<file path="src/hw/rtl/tri_fifo.sv">
// Small register queue used between the front and back ends and on the result side.
`timescale 1ns / 1ps
module tri_fifo #(
  parameter int WIDTH = 8,
  parameter int DEPTH = 4
) (
  input  logic             clk,
  input  logic             rst,
  input  logic             push,
  input  logic [WIDTH-1:0] wr_data,
  output logic             full,
  input  logic             pop,
  output logic [WIDTH-1:0] rd_data,
  output logic             empty
);

  localparam int PW = (DEPTH > 1) ? $clog2(DEPTH) : 1;
  localparam int CW = $clog2(DEPTH + 1);

  logic [WIDTH-1:0] mem [DEPTH];
  logic [PW-1:0]    wr_ptr;
  logic [PW-1:0]    rd_ptr;
  logic [CW-1:0]    count;
  logic             do_push;
  logic             do_pop;

  assign full    = (count == CW'(DEPTH));
  assign empty   = (count == '0);
  assign do_push = push && !full;
  assign do_pop  = pop && !empty;
  assign rd_data = mem[rd_ptr];

  always_ff @(posedge clk) begin
    if (do_push) begin
      mem[wr_ptr] <= wr_data;
    end
  end

  always_ff @(posedge clk) begin
    if (rst) begin
      wr_ptr <= '0;
      rd_ptr <= '0;
      count  <= '0;
    end else begin
      if (do_push) begin
        wr_ptr <= (wr_ptr == PW'(DEPTH - 1)) ? '0 : wr_ptr + PW'(1);
      end
      if (do_pop) begin
        rd_ptr <= (rd_ptr == PW'(DEPTH - 1)) ? '0 : rd_ptr + PW'(1);
      end
      if (do_push && !do_pop) begin
        count <= count + CW'(1);
      end else if (do_pop && !do_push) begin
        count <= count - CW'(1);
      end
    end
  end

endmodule

</file>
<file path="config.mk">
export PLATFORM = sky130hd
export DESIGN_NAME = tri_fifo
export DESIGN_NICKNAME = d
export VERILOG_FILES = /design/src/hw/rtl/tri_fifo.sv
export SDC_FILE = /design/constraint.sdc
export NUM_CORES = 1
export LEC_CHECK = 0
export BUFFER_PORTS_ARGS = -buffer_cell sky130_fd_sc_hd__buf_4
export CORE_MARGIN = 3
export CORE_UTILIZATION = 50
export DETAILED_ROUTE_END_ITERATION = 12
export GPL_ROUTABILITY_DRIVEN = 0
export PLACE_DENSITY = 0.83
export SYNTH_ARGS = -nofsm -noshare
export SYNTH_HDL_FRONTEND = slang
export SYNTH_SLANG_ARGS = --single-unit
</file>
<file path="constraint.sdc">
create_clock -name clk -period 2.28 [get_ports clk]
set_input_delay 0.57 -clock clk [delete_from_list [all_inputs] [get_ports clk]]
set_output_delay 0.57 -clock clk [all_outputs]
set_load 0.02 [all_outputs]
</file>
Yosys cells after proc, flatten, opt, wreduce, memory -nomap -nowiden. Memories as Yosys holds them, arrays and structs flattened. A register that Yosys moved wholly into a read port is not among the register bits. Index checks and enable logic that the tools add are counted.

Bits of input ports: 12. Latch bits: 0. Memory bits (read-only): 0. Register bits after elaboration: 7. Output and inout port bits: 10. RAM bits: 32. Word-level logic and storage cells: 29. Memories kept: 1.

Memories: mem (depth 4, width 8, rd ports 1, clocked after memory_dff 1, write ports 1, line 20) `logic [WIDTH-1:0] mem [DEPTH];`.

Multipliers: 0. Bitwise gates (word level): 0. Reductions and logical operators: 10. Eq/ne operators: 3. Divide/modulo/power cells: 0. Add/sub/neg operators: 4. Multiplexer cells: 8. $lt $le $gt $ge: 0. Shifts and indexed selects: 0.

Operator list (count): $mux W2 (4); $mux W3 (2); $add A2 B1 Y2 const B (2); $eq A2 B2 Y1 const B (2); $logic_and A1 B1 Y1 (4); $logic_not A1 Y1 (4); $add A3 B1 Y3 const B (1); $eq A3 B3 Y1 const B (1); $logic_not A3 Y1 (1); $sub A3 B1 Y3 const B (1); $mux W1 (2); $reduce_bool A2 Y1 (1).

Logic depth before layout (Yosys ltp). Gate-level depths: netlist of run 1.

Word-level depth: 7. Depth in mapped cells: 10. Gate-level depth less buffers: 9.

Least setup slack after synthesis of run 1. Ideal clock, no wire load.

Path type: register to register. From: register count[0]. To: register count[2]. Period minus slack after synthesis: 2.194 ns. Required time: 2.210 ns. Setup slack: 0.086 ns. Setup time: 0.070 ns. Stages on the path, launching flop included: 11. Data arrival time: 2.124 ns. Buffers on the path: 1. Cells stage by stage: dfxtp_1 > or3b_1 > buf_6 > clkinv_4 > nor2_2 > ha_1 > inv_1 > fa_1 > xor2_1 > or3_2 > a21oi_1.

Word-level cells in the longest chain between the ends: 6. Elaborated cells on any way between the ends: 15. Those cells by class: add/sub: 2; eq/ne: 1; mux: 2; reduce/logical: 10.

Ends and longest elaborated chain: from (decl) (line 23) `logic [CW-1:0] count;`; from (signal assigned) (line 52) `count <= count + CW'(1);`; from (signal assigned) (line 54) `count <= count - CW'(1);`; $eq A3 B3 Y1 * (line 27) `assign full = (count == CW'(DEPTH));`; named net full (line 11) `output logic full,`; $logic_not A1 Y1 * (line 29) `assign do_push = push && !full;`; $logic_and A1 B1 Y1 * (line 29); named net do_push (line 24) `logic do_push;`; $logic_not A1 Y1 (line 53) `end else if (do_pop && !do_push) begin`; $logic_and A1 B1 Y1 (line 53); $reduce_bool A2 Y1 (no line).

The timed path passes the listed nets; every way through them passes the cells marked *. The select of a mux whose other input is x is not followed. A chain may end at the register's enable or synchronous reset.

Worst setup path after layout of run 1.
From: register count[2]. To: register count[2].

Word-level cells in the longest chain between the ends: 6. Elaborated cells on any way between the ends: 15. Those cells by class: add/sub: 2; eq/ne: 1; mux: 2; reduce/logical: 10.

Ends and longest elaborated chain (line): $eq A3 B3 Y1 * (27); $logic_not A1 Y1 * (29); $logic_and A1 B1 Y1 * (29); named net do_push (24); $logic_not A1 Y1 (53); $logic_and A1 B1 Y1 (53); $reduce_bool A2 Y1 (no line).

Marks and branches as above.

==> results of run 1 <==
==> cells in the final DEF (no fill, tap or decap), drive strengths merged, types with 3 or more instances in the layout <==
| master | n |
|---|---|
| ha | 6 |
| edfxtp | 32 |
| inv | 4 |
| buf | 25 |
| nor2 | 4 |
| clkbuf | 5 |
| and3 | 4 |
| a21oi | 3 |
| dfxtp | 9 |
| mux4 | 8 |
==> cell families after synthesis <==
kind of cell / after synthesis / share of synthesized area
compound gates: 7 / 0.03041
xor+xnor: 2 / 0.01065
fa+ha+maj: 7 / 0.05779
buf+inv: 9 / 0.02889
flops: 41 / 0.6935
mux: 10 / 0.1217
simple gates: 16 / 0.05704
==> cell type report <==
| type | count | share of cell area |
|---|---|---|
| inverter | 5 | 0.01219 |
| sequential | 41 | 0.5869 |
| tap | 44 | 0.02822 |
| timing repair buffer | 25 | 0.09622 |
| clock inverter | 2 | 0.01796 |
| multi-input combinational | 42 | 0.2393 |
| clock buffer | 5 | 0.01924 |
==> stage by stage <==
stage          power (uW)  cell area, um^2  hold slack [ns]  setup slack, ns  instances
2_1_floorplan        1407             1645           0.4634          0.08613         92
3_3_place_gp         1609             1864           0.4716          0.04919        157
3_5_place_dp         1638             1864           0.4946         -0.03044        157
4_1_cts              2073             1938           0.4172          0.01242        164
5_1_grt              2186             1951           0.4014          0.01243        164
6_report             2069             1951           0.4296           0.1208        164
==> path summary, 6_finish.rpt <==
check	end
worst max register to register	count[2]$_SDFFE_PP0P_
worst max-delay path	count[2]$_SDFFE_PP0P_
worst min-delay path	mem[3][7]$_DFFE_PP_
worst min register to register	register
==> flip-flops by register name, summed over array words and instances, names as in the netlist, named ones only <==
name,flops
mem,32
rd_ptr,2
count,3
wr_ptr,2
==> report_power, final <==
part | leakage, uW | internal, uW | switching, uW
combinational | 0.000317 | 330 | 327
clock | 0.0000410 | 223 | 211
sequential | 0.000368 | 915 | 63.2
total | 0.000726 | 1470 | 601
==> per-layer routing <==
| layer | up-vias | track usage | wire length [um] |
|---|---|---|---|
| met5 | - | 0 | 0 |
| met4 | 0 | 0.04852 | 36 |
| met3 | 5 | 0.04813 | 122 |
| met2 | 20 | 0.2503 | 1378 |
| met1 | 425 | 0.1671 | 1051 |
| li1 | 404 | - | - |
==> results.cfg, run 1 <==
[worst_setup_path]
cp.depth = 9
critPathSlowestCell = or3_2
worstSetupEndpointType = register
path_max_fanout = 5
cp_cell_sequence = or3b_4 -> clkinv_4 -> nor2_4 -> ha_2 -> inv_1 -> fa_1 -> xor2_1 -> or3_2 -> a21oi_1
start_kind = register
critPathBufInv = 2
required_ns = 2.55
worstPathArrival_ns = 2.43
reg2reg_depth = 9
crit-reg2reg-launch = count[2]$_SDFFE_PP0P_
critical_path_class = reg -> reg
startpoint = count[2]$_SDFFE_PP0P_
slowest_delay_ns = 0.41
ff2ff_setup_slack_ns = 0.12
cp_top_family = simple AND/OR/NAND/NOR gates

[synth]
yosysMostFrequentCell = edfxtp_1
syn_nets = 111
synth_edf_count = 32
synth.distinct_cells = 26
syn_area_um2 = 1645
avgSynthCellArea_um2 = 17.88
synthTopCellsByCount = edfxtp_1, dfxtp_1, mux4_2, ha_1
synth_seq_area_share = 0.6935
synthCells = 92
synth_top_area_frac = 0.5840
ys_async_sr_fraction = 0
synthFlopType = edfxtp_1
synth-seq-cells = 41
yosysWarnings = 0
yosysTopAreaCell = edfxtp_1
netlist_top_cells_area = edfxtp_1, dfxtp_1, mux4_2

[final_layout]
diodes = 0
multi_input_area_um2 = 466.7
area_delta_synth_final_pct = 18.56
seqCellArea_um2 = 1145
fillers = 263
drive_gt1_frac = 0.4500
nets = 139
final_util = 0.6286

[timing]
fin_worst_skew_ns = 0.004763
fin_crit_sh = 0.9470
rsz0062_at_grt = no
final.setup.tns_ns = 0
tightestPinTransition_ns = 0.3772
hold_viol_final = 0
setup_viol_count_final = 0
final.min_clock_period_ns = 2.159
slew-limit-headroom = 0.7482
fmax_ghz = 0.4631
finalMaxSlewViolations = 0

[routing]
drc = 0
ant_nets = 0
vias_per_cell = 5.207
postRouteWirelength_um = 2588
vias = 854
drtIter0Drc = 16
wl_per_cell_um = 15.78
first_pass_iters = 4

[cts]
cts_tree = built
hold_buffers = 0
cts_inserted_buffers = 5
root_buffer = clkbuf_4
cts_post_setup_buffers_inserted = 0
clkSinkCount = 41
ctsResizeCount = 1
cts_max_level = 2
cts.path.max_buffers = 2
clk_latency_ns = 0.33
path_clk_slew_ns = 0.11

[placed_design]
hpwlAfterDp_um = 1850
io_buffers = 21

[hold_path]
hp-start = wr_data[7]
whs_path_depth = 1
min_path_type = in -> reg

[global_routing]
track_usage = 0.1444
grt_overflow = 0
first_global_vias = 978
grt_pass1_wl_um = 4395
grt_start_max_net_pins = 13
antenna_found_initial = 0

[floorplan]
num_rows = 20
die_h_um = 63.37
die-width_um = 63.37
num_io_pins = 22
initial_core_util = 0.5302
die_area_um2 = 4015
core_area_um2 = 3103

[power]
ir_drop_mv = 0.5963
p_per_area_nw_per_um2 = 1061
leakage_uw = 0.0007264

[outcome]
status = finished, final reports clean

[run]
maxCapViolations = 0
Power figures use the tool's default switching activity.
==> inputs of run 2 (changes only) <==
- ABC_AREA: default -> 1
- PLACE_DENSITY: 0.83 -> 0.81
- clock period: 2.28 -> 2.4 ns (I/O delays scaled with it)
==> run 2 against run 1 <==
Net effect:
- synthesized cell count up 60%
- clock power is 23% lower
- power grew 1.5%
- global-route usage up 1.5 points
- sequential power decreased by 2%
- combinational power is 23% higher
- final area up 1.5%
==> results.cfg, run 2 <==
[outcome]
status = finished, final reports clean

[floorplan]
die-width_um = 64.25
initial_core_util = 0.5381
num_io_pins = 22
die_h_um = 64.25
core_area_um2 = 3153
die_area_um2 = 4128
num_rows = 20

[cts]
cts.path.max_buffers = 2
cts_inserted_buffers = 5
cts_post_setup_buffers_inserted = 0
cts_tree = built
ctsResizeCount = 0
hold_buffers = 0
cts_max_level = 2
clk_latency_ns = 0.35
path_clk_slew_ns = 0.12
root_buffer = clkbuf_4
clkSinkCount = 41

[worst_setup_path]
cp_top_family = flip-flops
critPathSlowestCell = dfxtp_1
start_kind = register
critical_path_class = reg -> out
cp_cell_sequence = inv_2 -> o21ai_0 -> o22ai_1 -> buf_4
worstPathArrival_ns = 1.60
ff2ff_setup_slack_ns = 0.44
slowest_delay_ns = 0.54
reg2reg_depth = 13
path_max_fanout = 16
required_ns = 1.80
critPathBufInv = 2
worstSetupEndpointType = output port
reg2reg_to = count[2]$_SDFFE_PP0P_
crit-reg2reg-launch = count[0]$_SDFFE_PP0P_

[routing]
vias = 1158
wl_per_cell_um = 13.86
met1_length_um = 1185
first_pass_iters = 5
ant_nets = 0
wl_met3_um = 213
drc = 0
dr.max_layer_used = met4
postRouteWirelength_um = 3091
wl_met2_um = 1617
vias_per_cell = 5.193
drtIter0Drc = 95

[synth]
syn_nets = 166
synthTopCellsByCount = nor2_1, edfxtp_1, inv_1, nand2_1, o21ai_0
synth_edf_count = 32
yosysTopAreaCell = edfxtp_1
synthCells = 147
synthFlopType = edfxtp_1
yosysWarnings = 0
synth_top_area_frac = 0.5664
synth.distinct_cells = 19
netlist_top_cells_area = edfxtp_1, dfxtp_1, nor2_1
yosysMostFrequentCell = nor2_1
synth_seq_area_share = 0.6726
avgSynthCellArea_um2 = 11.54
synth-seq-cells = 41
syn_area_um2 = 1697
ys_async_sr_fraction = 0

[timing]
final.setup.tns_ns = 0
hold_viol_final = 0
fin_worst_skew_ns = 0.01325
rsz0062_at_grt = no
setup_viol_count_final = 0
slew-limit-headroom = 0.7573
tightestPinTransition_ns = 0.3635
fin_crit_sh = 0.9153
fin_ws_ns = 0.2033
finalMaxSlewViolations = 0
final.min_clock_period_ns = 2.197
fmax_ghz = 0.4552
hold_ws_ns = 0.3920

[final_layout]
area_delta_synth_final_pct = 16.74
layout_common_cells = nor2_1, edfxtp_1, buf_4
final_util = 0.6282
diodes = 0
largest-register = mem
reg_top3 = mem x32, count x3
final_common_cell = nor2_1
nets = 197
largest_reg_flops = 32
drive_gt1_frac = 0.2123
fillers = 259

[global_routing]
grt_start_max_net_pins = 17
grt_pass1_wl_um = 4892
first_global_vias = 1139
grt_overflow = 0
track_usage = 0.1593
antenna_found_initial = 0

[hold_path]
whs_path_depth = 2
hp-start = rst
whs_endpoint = count[0]$_SDFFE_PP0P_
min_path_type = in -> reg

[run]
maxCapViolations = 0

[placed_design]
hpwlAfterDp_um = 2087
io_buffers = 21
pre_cts_ws_ns = 0.4580

[power]
leakage_uw = 0.0008007
ir_drop_mv = 0.5834
total_power_uw = 2099
p_per_area_nw_per_um2 = 1060
## run 2: cell count changes after synthesis, sizes merged, moves of 2 or more
cell and delta:
and3 -4, inv +14, mux2i -2, mux4 -8, nand2 +13, nand3b +2, nor2 +29, nor3 -2
o21ai +15, o22ai +8, o31ai -2, or3 -2
## run 2: cells by family after synthesis
family | count (synthesis) | share of synthesized area
XOR/XNOR | 1 | 0.005163
AO/OA/AOI/OAI | 27 | 0.09218
AND/OR/NAND/NOR | 51 | 0.1209
adder cells (fa/ha/maj) | 7 | 0.05605
flip-flops | 41 | 0.6726
buffers and inverters | 20 | 0.05309
## run 2: final cells by class
type / count / area (um^2) / share of cell area
clock inverters: 2 / 15.01 / 0.007581
inverters: 18 / 67.56 / 0.03411
well taps: 44 / 55.05 / 0.02780
multi-input cells: 86 / 465.4 / 0.2350
repair buffers: 26 / 195.2 / 0.09855
clock buffers: 6 / 41.29 / 0.02085
flip-flops and latches: 41 / 1141 / 0.5761
## run 2: metrics by stage
| step | instances | cell area (um^2) |
|---|---|---|
| 2_1_floorplan | 147 | 1697 |
| 3_3_place_gp | 215 | 1924 |
| 3_5_place_dp | 215 | 1924 |
| 4_1_cts | 223 | 1981 |
| 5_1_grt | 223 | 1981 |
| 6_report | 223 | 1981 |
## run 2: how the worst max path moves through the flow
stage	from	end	slack (ns)	cells after the start
after global routing	register	rd_data[3]	0.06	4
after CTS	register	rd_data[7]	0.23	4
final	register	rd_data[7]	0.20	4
after detailed placement	push	count[1]$_SDFFE_PP0P_	0.46	8
after global placement	push	count[1]$_SDFFE_PP0P_	0.52	8
after floorplan	push	count[1]$_SDFFE_PP0P_	0.68	7
## run 2: power by group
part / internal, uW / total, uW / switching, uW
combinational: 319 / 804 / 485
clock: 114 / 336 / 221
sequential: 879 / 960 / 80.9
## run 2: layer usage
| metal | GRT usage | vias up |
|---|---|---|
| li1 | - | 561 |
| met1 | 0.1769 | 549 |
| met2 | 0.2706 | 39 |
| met3 | 0.05097 | 9 |
| met4 | 0.08443 | 0 |
| met5 | 0 | - |
## run 2: worst register-to-register path: cells and delay by family (launching register included)
kind,cells,cell delay [ns]
flops,1,0.42
simple gates,7,0.59
fa+ha+maj,2,0.57
buf+inv,4,0.30
