===== src/hw/rtl/tri_pkg.sv =====
// Shared types and constants for the TSDF ray integrator.
`timescale 1ns / 1ps
package tri_pkg;

  localparam logic MODE_INTEGRATE = 1'b0;
  localparam logic MODE_READ      = 1'b1;

  localparam logic REG_CELL_SIZE  = 1'b0;
  localparam logic REG_TRUNCATION = 1'b1;

  localparam logic [9:0]  CELL_SIZE_RESET  = 10'd50;
  localparam logic [13:0] TRUNCATION_RESET = 14'd150;

  localparam logic signed [15:0] TSDF_ONE   = 16'sd16384;
  localparam logic signed [15:0] TSDF_MIN   = -16'sd16384;
  localparam logic [15:0]        WEIGHT_MAX = 16'hFFFF;

  typedef struct packed {
    logic        mode;
    logic [9:0]  sensor_x;
    logic [9:0]  sensor_y;
    logic [9:0]  end_x;
    logic [9:0]  end_y;
    logic [15:0] range_mm;
    logic [9:0]  query_x;
    logic [9:0]  query_y;
  } tri_in_t;

  typedef struct packed {
    logic [10:0]        cells_updated;
    logic signed [15:0] read_tsdf;
    logic [15:0]        read_weight;
  } tri_out_t;

  typedef struct packed {
    logic [9:0]  cell_size_mm;
    logic [13:0] truncation_mm;
  } tri_cfg_t;

  typedef enum logic [1:0] {
    JOB_CELL = 2'd0,
    JOB_END  = 2'd1,
    JOB_READ = 2'd2
  } tri_kind_t;

  typedef struct packed {
    tri_kind_t   kind;
    logic        on_map;
    logic [9:0]  x;
    logic [9:0]  y;
    logic [9:0]  adx;
    logic [9:0]  ady;
    logic [15:0] range_mm;
    logic [10:0] count;
  } tri_job_t;

endpackage


===== src/hw/rtl/tri_front.sv =====
// Front end: takes items, walks the ray line and issues one job per on-map cell and an end job, or one read job.
`timescale 1ns / 1ps
module tri_front import tri_pkg::*; #(
  parameter int MAP_SIDE = 1024
) (
  input  logic     clk,
  input  logic     rst,
  input  tri_in_t  item,
  input  logic     take,
  output logic     ready,
  output tri_job_t job,
  output logic     job_push,
  input  logic     job_full
);

  typedef enum logic [3:0] {
    F_IDLE  = 4'b0001,
    F_READ  = 4'b0010,
    F_SETUP = 4'b0100,
    F_WALK  = 4'b1000
  } front_state_t;

  front_state_t       state;
  tri_in_t            itm;
  logic               steep;
  logic [9:0]         a;
  logic [9:0]         a_last;
  logic [9:0]         b;
  logic [9:0]         da;
  logic [9:0]         db;
  logic               step_neg;
  logic signed [11:0] err;
  logic [10:0]        count;

  // Set-up values
  logic [9:0] adx, ady, s_a0, s_b0, s_a1, s_b1, u_a0, u_b0, u_a1, u_b1;
  logic       s_steep;
  // Walk values
  logic [9:0]         cx, cy;
  logic               cell_on_map;
  logic               query_on_map;
  logic signed [11:0] err_add;
  logic               do_step;
  logic               at_end;
  logic               advance;

  assign ready = (state == F_IDLE);

  always_comb begin
    adx     = (itm.end_x > itm.sensor_x) ? itm.end_x - itm.sensor_x : itm.sensor_x - itm.end_x;
    ady     = (itm.end_y > itm.sensor_y) ? itm.end_y - itm.sensor_y : itm.sensor_y - itm.end_y;
    s_steep = ady > adx;
    u_a0    = s_steep ? itm.sensor_y : itm.sensor_x;
    u_b0    = s_steep ? itm.sensor_x : itm.sensor_y;
    u_a1    = s_steep ? itm.end_y : itm.end_x;
    u_b1    = s_steep ? itm.end_x : itm.end_y;
    if (u_a0 > u_a1) begin
      s_a0 = u_a1;
      s_b0 = u_b1;
      s_a1 = u_a0;
      s_b1 = u_b0;
    end else begin
      s_a0 = u_a0;
      s_b0 = u_b0;
      s_a1 = u_a1;
      s_b1 = u_b1;
    end
  end

  always_comb begin
    cx           = steep ? b : a;
    cy           = steep ? a : b;
    cell_on_map  = (32'(cx) < MAP_SIDE) && (32'(cy) < MAP_SIDE);
    query_on_map = (32'(itm.query_x) < MAP_SIDE) && (32'(itm.query_y) < MAP_SIDE);
    err_add      = err + $signed({2'b00, db});
    do_step      = $signed({err_add, 1'b0}) >= $signed({3'b000, da});
    at_end       = (a == a_last);
    advance      = (state == F_WALK) && !at_end && (!cell_on_map || !job_full);
  end

  always_comb begin
    job          = '0;
    job.range_mm = itm.range_mm;
    job_push     = 1'b0;
    case (state)
      F_READ: begin
        job.kind   = JOB_READ;
        job.x      = itm.query_x;
        job.y      = itm.query_y;
        job.on_map = query_on_map;
        job_push   = !job_full;
      end
      F_WALK: begin
        job.x      = cx;
        job.y      = cy;
        job.adx    = (cx > itm.sensor_x) ? cx - itm.sensor_x : itm.sensor_x - cx;
        job.ady    = (cy > itm.sensor_y) ? cy - itm.sensor_y : itm.sensor_y - cy;
        job.count  = count;
        job.on_map = cell_on_map;
        if (at_end) begin
          job.kind = JOB_END;
          job_push = !job_full;
        end else begin
          job.kind = JOB_CELL;
          job_push = cell_on_map && !job_full;
        end
      end
      default: begin
        job_push = 1'b0;
      end
    endcase
  end

  always_ff @(posedge clk) begin
    if (take) begin
      itm <= item;
    end
    if (state == F_SETUP) begin
      steep    <= s_steep;
      a        <= s_a0;
      a_last   <= s_a1;
      b        <= s_b0;
      da       <= s_a1 - s_a0;
      db       <= (s_b1 > s_b0) ? s_b1 - s_b0 : s_b0 - s_b1;
      step_neg <= !(s_b0 < s_b1);
      err      <= '0;
    end else if (advance) begin
      a <= a + 10'd1;
      if (do_step) begin
        b   <= step_neg ? b - 10'd1 : b + 10'd1;
        err <= err_add - $signed({2'b00, da});
      end else begin
        err <= err_add;
      end
    end
  end

  always_ff @(posedge clk) begin
    if (rst) begin
      state <= F_IDLE;
      count <= '0;
    end else begin
      case (state)
        F_IDLE: begin
          if (take) begin
            state <= (item.mode == MODE_READ) ? F_READ : F_SETUP;
          end
        end
        F_READ: begin
          if (!job_full) begin
            state <= F_IDLE;
          end
        end
        F_SETUP: begin
          count <= '0;
          state <= F_WALK;
        end
        F_WALK: begin
          if (at_end) begin
            if (!job_full) begin
              state <= F_IDLE;
            end
          end else if (advance && cell_on_map) begin
            count <= count + 11'd1;
          end
        end
        default: begin
          state <= F_IDLE;
        end
      endcase
    end
  end

endmodule


===== config.mk =====
export PLATFORM = sky130hd
export DESIGN_NAME = tri_front
export DESIGN_NICKNAME = d
export VERILOG_FILES = /design/src/hw/rtl/tri_pkg.sv /design/src/hw/rtl/tri_front.sv
export SDC_FILE = /design/constraint.sdc
export NUM_CORES = 1
export LEC_CHECK = 0
export BUFFER_PORTS_ARGS = -buffer_cell sky130_fd_sc_hd__buf_2
export CORE_UTILIZATION = 45
export DETAILED_ROUTE_END_ITERATION = 10
export GPL_TIMING_DRIVEN = 1
export PLACE_DENSITY_LB_ADDON = 0.1
export SLEW_MARGIN = 20
export SYNTH_ARGS = -nofsm -noshare
export SYNTH_HDL_FRONTEND = slang
export SYNTH_SLANG_ARGS = --single-unit

===== constraint.sdc =====
create_clock -name clk -period 16.5 [get_ports clk]
set_input_delay 2.475 -clock clk [delete_from_list [all_inputs] [get_ports clk]]
set_output_delay 2.475 -clock clk [all_outputs]
set_load 0.01 [all_outputs]

# After elaboration in Yosys (flattened, before gate mapping)
# Index checks and enable logic that the tools add are counted.
[op_classes]
addsub = 17
order_cmp = 9
n_eq_ne = 9
mux = 35
reduce_logical = 12
[op_table]
columns = ["op", "n"]
rows = [
  ["$mux W10", 21],
  ["$sub A10 B10 Y10", 11],
  ["$gt A10 B10 Y1", 7],
  ["$pmux W23 S2", 1],
  ["$mux W11", 3],
  ["$pmux W11 S2", 1],
  ["$add A10 B1 Y10 const B", 2],
  ["$mux W20", 1],
  ["$pmux W4 S4", 1],
  ["$ge A13 B11 Y1", 1],
  ["$add A12 B11 Y12", 1],
  ["$mux W12", 1],
  ["$mux W4", 3],
  ["$sub A12 B11 Y12", 1],
  ["$add A11 B1 Y11 const B", 1],
  ["$eq A10 B10 Y1", 1],
  ["$lt A10 B10 Y1", 1],
  ["$sub A10 B1 Y10 const B", 1],
  ["$ne A2 B2 Y1 const B", 4],
  ["$reduce_bool A2 Y1", 3],
  ["$eq A4 B1 Y1 const B", 1],
  ["$eq A4 B2 Y1 const B", 1],
  ["$eq A4 B3 Y1 const B", 1],
  ["$eq A4 B4 Y1 const B", 1],
  ["7 further kinds", 12],
]
[word_totals]
ff_bits = 155
inputBits = 81
word_cells = 99

# Logic depth before layout (Yosys ltp)
[logic_depth]
word_depth = 8
ltp_mapped = 54

# Worst setup path after synthesis
# No wires, ideal clock.
[synth_path]
path_type = "register -> register"
startpoint = "register itm[36] in the netlist's numbering"
endpoint = "register db[8], data pin"
setup_ns = 0.260
t_arrival_ns = 9.987
slack_ns = 6.253
path_stages_with_launch = 55
period_less_slack_ns = 10.247
cell_sequence = "edfxtp_1 inv_1 ha_1 inv_1 fa_1 a21o_1 a21o_1 a21o_1 a21o_1 a21o_1 a21oi_1 o21ai_0 clkbuf_1 mux2i_1 o21ai_0 a21oi_1 xnor2_1 ha_1 (+19 left out) buf_2 a211oi_1 or2_2 inv_1 ha_1 inv_1 fa_1 a21o_1 a21o_1 a21o_1 a21oi_1 o21ai_0 o31ai_1 clkbuf_1 mux2i_1 o21ai_0 a31oi_1 xnor2_1"
[synth_between]
elab_chain_len = 8
[synth_rtl]
columns = ["element", "line", "source"]
rows = [
  ["start, declared", "tri_front.sv:24", "tri_in_t itm;"],
  ["start signal, assigned", "tri_front.sv:116", "itm <= item;"],
  ["$sub A10 B10 Y10 / $gt A10 B10 Y1 (equally long branches)", "tri_front.sv:51", "ady = (itm.end_y > itm.sensor_y) ? itm.end_y - itm.sensor_y : itm.sensor_y - itm.end_y;"],
  ["$mux W10", "tri_front.sv:51", ""],
  ["$gt A10 B10 Y1", "tri_front.sv:52", "s_steep = ady > adx;"],
  ["$mux W10, on equally long branches", "tri_front.sv:53, tri_front.sv:55", ""],
  ["$gt A10 B10 Y1", "tri_front.sv:57", "if (u_a0 > u_a1) begin"],
  ["$mux W10", "tri_front.sv:57", ""],
  ["$sub A10 B10 Y10 / $gt A10 B10 Y1 (equally long branches)", "tri_front.sv:124", "db <= (s_b1 > s_b0) ? s_b1 - s_b0 : s_b0 - s_b1;"],
  ["$mux W10 (*)", "tri_front.sv:124", ""],
  ["end signal, assigned", "tri_front.sv:124", ""],
  ["end, declared", "tri_front.sv:30", "logic [9:0] db;"],
]
# Mark *: on every way between the ends. The rest lies on a longest branch, timed or not.
# A chain may end at the register's enable or synchronous reset.

# Worst setup path after layout
[layout_path]
startpoint = "register itm[67] in the netlist's numbering"
endpoint = "register db[8], data pin"
[layout_between]
elab_chain_len = 8
[layout_rtl]
columns = ["element", "line", "source"]
rows = [
  ["$sub A10 B10 Y10 / $gt A10 B10 Y1 (equally long branches)", "tri_front.sv:50", "adx = (itm.end_x > itm.sensor_x) ? itm.end_x - itm.sensor_x : itm.sensor_x - itm.end_x;"],
  ["$mux W10", "tri_front.sv:50", ""],
  ["$gt A10 B10 Y1", "tri_front.sv:52", ""],
  ["$mux W10, on equally long branches", "tri_front.sv:53, tri_front.sv:55", ""],
  ["$gt A10 B10 Y1", "tri_front.sv:57", ""],
  ["$mux W10", "tri_front.sv:57", ""],
  ["$sub A10 B10 Y10 / $gt A10 B10 Y1 (equally long branches)", "tri_front.sv:124", ""],
  ["$mux W10 (*)", "tri_front.sv:124", ""],
]
# Marked as above.

==> impl_metrics.csv <==
group,metric,value,unit
synthesis,synth_edf_count,128,
synthesis,synthAdderAreaFrac,0.157,
synthesis,synth_cells,1569,
cells_and_area,syn2layout_area_growth,11.6,%
detailed_routing,highest_layer,"met4",
cts,clk_pin_slew,0.07,ns
global_routing,grt_max_degree,72,
synthesis,synth-async-reset-ratio,0,
worst_setup_path,endpoint,"db[8]",
worst_setup_path,cp_data_arrival_time,11.90,ns
cts,cts_made_buffers,17,
worst_setup_path,path_depth,45,
synthesis,syn_avg_cell_area,8.89,µm²
place,routabilityCongestion,0.964,
detailed_routing,drtIter0Drc,923,
synthesis,synth_top_cell_by_area,"edfxtp_1",
global_routing,grt_pass1_wl,63.7,mm
worst_setup_path,ff2ff_setup_slack,4.80,ns
synthesis,syn-num-nets,1817,
floorplanning,dieArea,31700,µm²
synthesis,synth_mux_area_frac,0.0610,
cts,clkLatencyLatePin,0.46,ns
global_routing,grt_util_all_layers,0.269,
global_routing,grt_pass1_vias,11192,
synthesis,synth_top_flop_cell,"edfxtp_1",
synthesis,yosys.area_share.simple,0.139,
worst_setup_path,reg2regPathDepth,45,
synthesis,synth_top_family_by_area,"compound AO/OA/AOI/OAI gates",
floorplanning,rows,64,
cells_and_area,diodes,0,
detailed_routing,wl_met2,20.1,mm
synthesis,yosysMostFrequentCell,"ha_1",
cts,cts_resized,0,
sta,final.min_clock_period,11.70,ns
cts,post_cts_buffers,0,
cells_and_area,fill_cells,2934,
sta,fmax,0.0855,GHz
detailed_routing,first_pass_iters,6,
worst_setup_path,crit_family,"compound AO/OA/AOI/OAI gates",
floorplanning,fp.dieH,178,µm
cts,cts_tree,"done",
detailed_routing,post_drt_via_cell_ratio,5.68,
cts,clock_path_buffers,2,
worst_setup_path,cp.required,16.70,ns
worst_setup_path,startpoint,"itm[67]",
global_routing,grt_overflow,0,
floorplanning,ios,153,
synthesis,yosysWarnings,0,
hold_path,min_path_type,"reg -> reg",
detailed_routing,wl_met3,1.99,mm
cells_and_area,drive_gt1_frac,0.145,
place,port-buffer-count,152,
sta,setup_viol,0,
detailed_routing,avgRoutedWirePerCell,20.1,µm
detailed_routing,ant_nets,0,
detailed_routing,drc_errors,0,
cts,root_buffer,"clkbuf_16",
cts,ctsHtreeMaxLevel,4,
floorplanning,initial_core_util,0.457,
worst_setup_path,end_kind,"flip-flop",
sta,skew,0.0210,ns
synthesis,synth_area,13900,µm²
synthesis,ys_types,78,
sta,finalCritPeriodShare,0.709,
worst_setup_path,rr_startpoint,"itm[67]",
floorplanning,core-area,30500,µm²
sta,hold_ws,0.484,ns
cts,cts_hold_buf,0,
sta,worst_pin_slew,1.06,ns
synthesis,ys_top_cells_by_count,"154 x ha_1, 149 x inv_1, 131 x a21oi_1",
sta,rsz0062_at_grt,"no",
detailed_routing,routedLengthMet1,18.5,mm
detailed_routing,num_vias,11835,
synthesis,synth_compound_area_frac,0.208,
floorplanning,die_x,178,µm
sta,hold_viol,0,
worst_setup_path,worstReg2RegEnd,"db[8]",
worst_setup_path,crit_buf_inv,5,
synthesis,synth-seq-cells,155,
worst_setup_path,path_max_fanout,71,
sta,finalMaxSlewViolations,0,
sta,tns,0,ns
cells_and_area,final_net_count,1922,
worst_setup_path,cp-start-kind,"flip-flop",
outcome,outcome,"complete, no violations",
global_routing,grt_antenna_before_repair,0,
detailed_routing,routed_wl,41.9,mm
worst_setup_path,crit_slowest_cell,"edfxtp_1",
synthesis,ys_seq_area_frac,0.314,
synthesis,ys_top_cells_by_area,"edfxtp_1 28%, ha_1 14%, mux2i_1 4.8%",
cts,cts.sinks,155,
worst_setup_path,max_stage_delay,0.60,ns
sta,slew-limit-headroom,0.292,
place,dpl.hpwl,32.8,mm
synthesis,synth-xor-area-share,0.0534,
run,drv_cap,0,
worst_setup_path,critical_path_class,"reg -> reg",
synthesis,synth_top_area_frac,0.276,
-- metrics by stage --
stage	cell area, µm²	setup slack [ns]	cells	util
final	15600	4.80	2083	0.510
after global routing	15600	3.87	2083	0.510
after global placement	15000	5.09	2051	0.490
after CTS	15500	4.83	2083	0.510
after floorplan	13900	6.25	1569	-
after detailed placement	15000	4.80	2051	0.490
-- kinds of logic (layout without fill, tap and decap cells) --
family / Yosys count / in the layout
flip-flops: 155 / 155
AND/OR/NAND/NOR: 404 / 404
AO/OA/AOI/OAI: 447 / 447
buffers and inverters: 228 / 346
multiplexers: 83 / 83
XOR/XNOR: 85 / 85
adder cells (fa/ha/maj): 167 / 167
-- sequential cells by signal, indices dropped and copies added (netlist names), 4 cells and up --
name and cells:
count 11, err 12, b 10, db 10
itm 60, a_last 10, state 4, da 10
a 10, job 16
-- cell type report --
cell class | instances | area, µm² | area share
multi-input cells | 1186 | 8670 | 0.557
flip-flops and latches | 155 | 4380 | 0.282
repair buffers | 164 | 853 | 0.0548
inverters | 150 | 563 | 0.0362
well taps | 396 | 495 | 0.0318
clock buffers | 18 | 429 | 0.0276
clock inverters | 14 | 163 | 0.0105
-- layer usage --
metal | global-route usage | vias to the layer above
li1 | - | 5798
met3 | 0.0384 | 70
met1 | 0.351 | 5626
met5 | 0 | -
met4 | 0.106 | 0
met2 | 0.449 | 341
-- cells in the final DEF (no fill, tap or decap), types with 18 or more instances in the layout --
| cell type | n |
|---|---|
| dfxtp_1 | 27 |
| edfxtp_1 | 128 |
| nand2_1 | 119 |
| o21ai_0 | 96 |
| ha_1 | 154 |
| mux2i_1 | 67 |
| nand4_1 | 21 |
| xor2_1 | 25 |
| xnor2_1 | 60 |
| a21o_1 | 67 |
| o21bai_1 | 18 |
| o211ai_1 | 29 |
| nor2_1 | 107 |
| nor3_1 | 25 |
| inv_1 | 148 |
| and2_1 | 31 |
| a21oi_1 | 131 |
| nand3_1 | 34 |
| buf_2 | 151 |
-- tightest hold or removal path, stage by stage, from the launching register on --
cell and delay (ns):
dfxtp_1 0.31, nand3_1 0.06, o21ai_0 0.07
-- how the worst min path moves through the flow --
stage / startpoint / endpoint / slack [ns] / cells after the start
2_1_floorplan: err[0] / err[0] / 0.45 / 2
3_3_place_gp: err[0] / err[0] / 0.46 / 2
3_5_place_dp: err[2] / err[2] / 0.48 / 2
4_1_cts: err[2] / err[2] / 0.49 / 2
5_1_grt: err[2] / err[2] / 0.51 / 2
6_report: err[0] / err[0] / 0.48 / 2
Power is not shown: default switching activity piles up to over one toggle a cycle in this logic, so the estimate is an artifact.
